File: config.mk
export PLATFORM = sky130hd
export DESIGN_NAME = uvs_div_cell
export DESIGN_NICKNAME = d
export VERILOG_FILES = /design/src/rtl/uvs_div_cell.sv
export SDC_FILE = /design/constraint.sdc
export NUM_CORES = 1
export LEC_CHECK = 0
export BUFFER_PORTS_ARGS = -buffer_cell sky130_fd_sc_hd__buf_2
export CAP_MARGIN = 25
export CORE_MARGIN = 10
export CORE_UTILIZATION = 41
export CTS_CLUSTER_SIZE = 30
export DETAILED_ROUTE_END_ITERATION = 8
export PLACE_DENSITY = 0.77
export SYNTH_ARGS = -nofsm -noshare
export SYNTH_HDL_FRONTEND = slang
export SYNTH_SLANG_ARGS = --single-unit
File: constraint.sdc
create_clock -name aclk -period 2.9 [get_ports aclk]
set_input_delay 0.58 -clock aclk [delete_from_list [all_inputs] [get_ports aclk]]
set_output_delay 0.58 -clock aclk [all_outputs]
set_load 0.01 [all_outputs]
File: src/rtl/uvs_div_cell.sv
// One restoring-division cell: retires one quotient bit per stage.
// Depends on nothing; used in the divider rows of the tessellator.
`default_nettype none
module uvs_div_cell #(
    parameter int NW = 44,
    parameter int DW = 12
) (
    input  wire logic          aclk,
    input  wire logic          en,
    input  wire logic [NW-1:0] num_in,
    input  wire logic [DW-1:0] rem_in,
    input  wire logic [DW-1:0] den,
    output logic      [NW-1:0] num_out,
    output logic      [DW-1:0] rem_out
);
    logic [DW:0]   trial;
    logic          fits;
    logic [DW-1:0] rem_next;
    logic [NW-1:0] num_next;

    always_comb begin
        trial    = {rem_in, num_in[NW-1]};
        fits     = trial >= {1'b0, den};
        rem_next = fits ? DW'(trial - {1'b0, den}) : trial[DW-1:0];
        num_next = {num_in[NW-2:0], fits};
    end

    always_ff @(posedge aclk) begin
        if (en) begin
            num_out <= num_next;
            rem_out <= rem_next;
        end
    end
endmodule
`default_nettype wire

==> results.cfg <==
[run_status]
status = complete, no violations

[synthesis]
synthFlopType = edfxtp_1
synth_edf_count = 56
async_reset_ff_share_pct = 0
synth_top_area_share_pct = 66.3
ys_top_cells_by_area = edfxtp_1 (66%), ha_1 (5.9%), mux2_4 (4.1%)
synth_common_cells = edfxtp_1 (56), inv_1 (15), ha_1 (12)
syn-num-nets = 247
yosys.area.top_type = edfxtp_1
synthCells = 164
synth.distinct_cells = 36
syn-cell-area_um2 = 2540
syn_area_per_cell_um2 = 15.5
ys_seq_area_share_pct = 66.3
yosysMostFrequentCell = edfxtp_1
synth_warnings = 0
synth_seq_cells = 56

[clock_tree]
cts.sinks = 56
cts_max_path_buffers = 2
clk_pin_slew_ns = 0.10
h-tree-depth = 2
cts_root_buf = clkbuf_8
post_cts_buffers = 0
cts_tree = yes
cts_resized = 0
ctsHoldBuffers = 0
cts_inserted_buffers = 5

[drt]
avgRoutedWirePerCell_um = 18.1
drt_pass1_iterations = 4
route.met2.wl_um = 3370
vias_per_cell = 4.88
wl_met3_um = 759
wl_met1_um = 2780
top_layer = met4
dr_total_vias = 1875
drtIter0Drc = 54
wl_um = 6950
drc = 0
drtAntennaViolNets = 0

[pwr]
irDropWorstVdd_uv = 243
p_total_mw = 1.84
cellPowerDensity_nw_per_um2 = 534
p_leak_nw = 1.56

[critical_path]
crit_top_cell = o31a_1
crit_cells = 9
crit_chain = buf_2 -> ha_1 -> nor2b_4 -> o31a_1 -> o31a_1 -> o311a_4 -> nor4_4 -> buf_4 -> mux2_4
crit_type = in2reg
cp_max_fo = 8
worstPathBufferInverterCount = 2
cp.arrival_ns = 2.72
slowest_delay_ns = 0.32
start_kind = input port
crit_path_end_kind = flip-flop
endpoint = rem_out[7]
crit_start = rem_in[0]
required_ns = 2.96
slowest_stage = o311a_4
path_delay_family = compound AO/OA/AOI/OAI gates

[placed_design]
port_buffers = 125
dp.cells = 376
place_area_um2 = 3340
place.detailed.hpwl_um = 5860
gp_congestion = 0.865

[timing]
hold_slack_ns = 0.445
layout_min_cycle_time_ns = 2.66
setup_violations = 0
hold_viol_final = 0
drv_slew = 0
slew_headroom_pct = 76.2
period_share_pct = 91.7
rsz0062_at_grt = no
timing.fmax_mhz = 376
tightest_slew_ns = 0.354

[floorplanning]
die_y_um = 98.7
die_w_um = 98.7
fp-row-count = 28
io_pins = 126
die_area_um2 = 9740
start_util_pct = 42.6
core_um2 = 5960

[cells_and_area]
postLayoutCellArea_um2 = 3430
diodes = 0
area.growth.synth_to_final_pct = 35.4
finalNonFillerCells = 384
final_nets = 391
drive_above_1_share_pct = 52.4
fin_util_pct = 57.7

[global_routing]
antenna_found_initial = 0
grt_usage_pct = 13.5
gr-total-overflow = 0
grt_start_max_net_pins = 30
grt_pass1_vias = 1918
grt_pass1_wl_um = 10400

[flow_run]
maxCapViolCount = 0

[min_path]
hp-class = in2reg
## layer usage
layer / global-route usage (%) / vias to the layer above
met5: 0 / -
met3: 5.52 / 4
li1: - / 903
met1: 15.4 / 875
met4: 2.98 / 0
met2: 23.1 / 93
## metrics by stage
stage	setup TNS, ns	setup WS, ns
floorplan	0	0.0672
global placement	-0.0454	-0.00723
detailed placement	-0.628	-0.0719
CTS	0	0.247
global route	0	0.184
finish	0	0.241
## sequential cells by signal, summed over array words and instances, names as in the netlist
register / cells
rem_out: 12
num_out: 44
## report_power, final
group	switching [mW]	internal, mW	leakage (nW)
sequential	0.0186	0.983	0.548
clock	0.247	0.173	0.0485
combinational	0.207	0.207	0.963
total	0.472	1.36	1.56
## layout by cell type, fill, tap and decap left out, types with 3 or more instances in the layout
master / Yosys / final
nand2_1: 4 / 4
nor2b_1: 4 / 4
nor2_1: 9 / 9
ha_1: 12 / 12
edfxtp_1: 56 / 56
nor3_1: 3 / 3
xnor2_1: 5 / 5
clkbuf_8: 0 / 5
xor2_1: 3 / 3
mux2_4: 7 / 7
inv_1: 15 / 15
nand3_1: 9 / 9
a21oi_1: 5 / 5
mux2i_1: 3 / 3
buf_4: 0 / 14
mux2_2: 3 / 3
o21ai_0: 3 / 3
buf_2: 0 / 125
## worst min-delay path by stage
stage | start | end | slack (ns) | depth (start not counted)
finish | num_in[1] | num_out[2] | 0.44 | 1
global route | num_in[26] | num_out[27] | 0.42 | 1
CTS | num_in[37] | num_out[38] | 0.44 | 1
detailed placement | num_in[8] | num_out[9] | 0.76 | 1
global placement | num_in[14] | num_out[15] | 0.76 | 1
floorplan | num_in[9] | num_out[10] | 0.68 | 0
## layout make-up
class | count | area [µm²]
clock buffer | 5 | 68.8
timing repair buffer | 139 | 731
clock inverter | 3 | 22.5
fill | 510 | 2520
inverter | 15 | 56.3
multi-input combinational | 91 | 781
tap | 75 | 93.8
sequential | 56 | 1680
## logic make-up after synthesis
group / synth area share (%)
flip-flops: 66.3
AND/OR/NAND/NOR: 7.45
AO/OA/AOI/OAI: 7.20
buffers and inverters: 2.96
multiplexers: 6.66
adder cells (fa/ha/maj): 6.71
XOR/XNOR: 2.76
Note: power is estimated with default switching activity, not from simulation.
