File: src/rtl/uvs_pkg.sv
// Package for the UV sphere tessellator: field widths, register indexes,
// sine coefficients and the default parameters shared by the pipeline cells.
`default_nettype none
package uvs_pkg;
    localparam int MAX_SEGMENTS_DEF    = 1024;
    localparam int COORD_FRAC_BITS_DEF = 14;
    localparam int CNT_W   = 11;
    localparam int COORD_W = 16;
    localparam int TEX_W   = 17;
    localparam int IDX_W   = 21;
    localparam int PH_W    = 32;
    localparam int Q_W     = 31;   // Q30 magnitude up to 1.0

    localparam logic [CNT_W-1:0] REG_LAT = 11'd0;
    localparam logic [CNT_W-1:0] REG_LON = 11'd1;

    localparam logic [Q_W-1:0] COEF0 = 31'd1686629713;
    localparam logic [Q_W-1:0] COEF1 = 31'd693598668;
    localparam logic [Q_W-1:0] COEF2 = 31'd85569306;
    localparam logic [Q_W-1:0] COEF3 = 31'd5026995;
    localparam logic [Q_W-1:0] COEF4 = 31'd172272;
endpackage
`default_nettype wire

File: src/rtl/uvs_sine_cell.sv
// One Horner step of the quarter-wave sine polynomial: p' = c - (p*x2 >> 30).
// Depends on uvs_pkg.
`default_nettype none
module uvs_sine_cell (
    input  wire logic                 aclk,
    input  wire logic                 en,
    input  wire logic [uvs_pkg::Q_W-1:0] coef,
    input  wire logic [uvs_pkg::Q_W-1:0] p_in,
    input  wire logic [uvs_pkg::Q_W-1:0] x2_in,
    output logic      [uvs_pkg::Q_W-1:0] p_out
);
    import uvs_pkg::*;
    logic [2*Q_W-1:0] prod;
    always_comb prod = p_in * x2_in;
    always_ff @(posedge aclk) begin
        if (en) p_out <= Q_W'(coef - prod[2*Q_W-1:30]);
    end
endmodule
`default_nettype wire

File: config.mk
export PLATFORM = sky130hd
export DESIGN_NAME = uvs_sine_cell
export DESIGN_NICKNAME = d
export VERILOG_FILES = /design/src/rtl/uvs_pkg.sv /design/src/rtl/uvs_sine_cell.sv
export SDC_FILE = /design/constraint.sdc
export NUM_CORES = 2
export LEC_CHECK = 0
export BUFFER_PORTS_ARGS = -buffer_cell sky130_fd_sc_hd__buf_4
export CAP_MARGIN = 30
export CORE_AREA = 5 5 273 275
export CTS_CLUSTER_SIZE = 10
export DETAILED_ROUTE_END_ITERATION = 8
export DIE_AREA = 0 0 278 280
export PLACE_DENSITY_LB_ADDON = 0.12
export SYNTH_ARGS = -nofsm -noshare
export SYNTH_HDL_FRONTEND = slang
export SYNTH_SLANG_ARGS = --single-unit
File: constraint.sdc
create_clock -name aclk -period 8.18 [get_ports aclk]
set_input_delay 0.409 -clock aclk [delete_from_list [all_inputs] [get_ports aclk]]
set_output_delay 0.409 -clock aclk [all_outputs]
set_load 0.02 [all_outputs]
==> flow_summary.json <==
{
  "layout_common_cells": "fa_1, inv_1, nand2_1, buf_4, and2_1",
  "top_regs": "p_out (31)",
  "finalSetupViolCount": 22,
  "antenna_found_initial": 5,
  "synthFlopType": "edfxtp_1",
  "viasPerCell": 5.11,
  "cpMaxStageDelayCell": "fa_1",
  "portBuffers": 125,
  "wirelength_mm": 97.2,
  "tightest_slew_ps": 495,
  "avgSynthCellArea_sq_um": 9.22,
  "grt_usage": 0.252,
  "syn_area_sq_um": 32100,
  "clock_sink_count": 31,
  "top_register": "p_out",
  "grt_pass1_vias": 28326,
  "synth_top_cell_area_share": 0.522,
  "rsz0062_at_grt": "true",
  "drive_gt1_frac": 0.205,
  "drtIter0Drc": 1156,
  "syn-num-nets": 4683,
  "largest_reg_flops": 31,
  "num-fill-cells": 6680,
  "detailed_place_hpwl_mm": 83.4,
  "final_nets": 5037,
  "top_layer": "met4",
  "synthArstFlopShare": 0,
  "first_pass_iters": 5,
  "area_growth_pct": 20.3,
  "post-place-cells": 4735,
  "relSlewSlack": 0.668,
  "post-route-min-period_ps": 9080,
  "crit_family": "adder cells",
  "cts_tree": "yes",
  "fin_ws_ps": -901,
  "hold_slack_ps": 533,
  "wl_per_cell_um": 20.3,
  "synthTopCellsByArea": "fa_1, ha_1, inv_1, and2_1, nand2_1",
  "cts_buffer_depth": 2,
  "timing.final.crit_share": 1.11,
  "final_cells": 4794,
  "ys_types": 60,
  "routabilityCongestion": 0.889,
  "synth_top_area_cell": "fa_1",
  "mostFrequentLayoutCell": "fa_1",
  "crit_path_start_kind": "input pin",
  "drc_errors": 0,
  "met3_wirelength_mm": 2.97,
  "num_vias": 24517,
  "coreArea_sq_um": 72100,
  "cap_violations": 0,
  "floorplan.initialDensity": 0.445,
  "ys_seq_area_frac": 0.0290,
  "gr-total-overflow": 0,
  "violations": "negative setup slack",
  "io_pins": 126,
  "crit_top_cell": "fa_1",
  "register_area_sq_um": 931,
  "grt_first_pass_wirelength_mm": 154,
  "critPathRequiredTime_ps": 8210,
  "hold_buffers": 0,
  "crit_buf_inv": 6,
  "finalMaxSlewViolations": 0,
  "die_area_sq_um": 77800,
  "critPathMaxFanout": 10,
  "root_buffer": "clkbuf_16",
  "critPathMaxStageDelay_ps": 580,
  "cp.arrival_ps": 9110,
  "ant_nets": 0,
  "multi_input_area_sq_um": 28600,
  "wl_met1_mm": 36.1,
  "synthCells": 3476,
  "die_width_um": 278,
  "hold_viol_final": 0,
  "cts_made_buffers": 5,
  "end_kind": "flop",
  "htreeDepth": 2,
  "max_clock_freq_mhz": 110,
  "crit_type": "in -> reg",
  "row_count": 99,
  "run_status": "complete, but fails checks",
  "hp-class": "in -> reg",
  "ys_ff_latch": 31,
  "route.met2.wl_mm": 52.6,
  "yosys_warnings": 0,
  "cts.clk_slew.worst_paths_ps": 50,
  "dieHeight_um": 280,
  "grt_start_max_net_pins": 32,
  "synth_edf_count": 31
}
path summary, 6_finish.rpt:
kind	depth (start not counted)	slack, ps	startpoint	end
hold / removal	2	530	coef[1]	p_out[1]
setup / recovery	36	-900	p_in[18]	p_out[29]
repair_timing:
| item | in CTS | in global routing |
|---|---|---|
| endpoints found under the setup margin | 26 | 27 |
| resized for setup | 164 | 187 |
| pin swaps | 124 | 130 |
| buffers inserted | 15 | 32 |
| cloned | 0 | 6 |
| hold endpoints to repair | 0 | 0 |
metrics by stage:
| stage | util | area [sq um] | worst slack, ps | TNS (ps) |
|---|---|---|---|---|
| after floorplan | - | 32300 | -432 | -2110 |
| after global placement | 0.507 | 36600 | -1780 | -29930 |
| after detailed placement | 0.507 | 36600 | -1740 | -30040 |
| after CTS | 0.520 | 37500 | -963 | -10490 |
| after global routing | 0.535 | 38600 | -1270 | -17270 |
| final | 0.535 | 38600 | -901 | -10170 |
cell families (layout without fill, tap and decap cells):
family                   count (synthesis)  count (layout)  share of synthesized area
AO/OA/AOI/OAI                          197             197                     0.0411
XOR/XNOR                                62              62                     0.0169
adder cells (fa/ha/maj)               1112            1112                      0.630
buffers and inverters                  965            1320                      0.113
flip-flops                              31              31                     0.0290
other                                    0               4                          0
AND/OR/NAND/NOR                       1109            1109                      0.170
cell usage after synthesis (23+ instances only):
master,n
ha_1,276
nor2_1,34
and2_1,455
a21oi_1,66
clkbuf_1,186
edfxtp_1,31
inv_1,771
fa_1,836
xnor2_1,39
nand2_1,550
a21o_1,28
xor2_1,23
area by class of cell:
type                    instances  share of cell area
flip-flops and latches         31              0.0241
clock inverters                 2            0.000324
well taps                     959              0.0311
diodes                          4            0.000260
inverters                     775              0.0754
multi-input cells            2480               0.740
repair buffers                537               0.125
clock buffers                   6             0.00334
metal layers:
metal | global-route usage | vias to the layer above
met5 | 0 | -
met4 | 0.108 | 0
met3 | 0.0158 | 204
met2 | 0.482 | 554
met1 | 0.293 | 12901
li1 | - | 10858
Power is left out: the tool's default activity adds up to more than one toggle a clock period on the data nets, which glitch-free logic cannot reach.
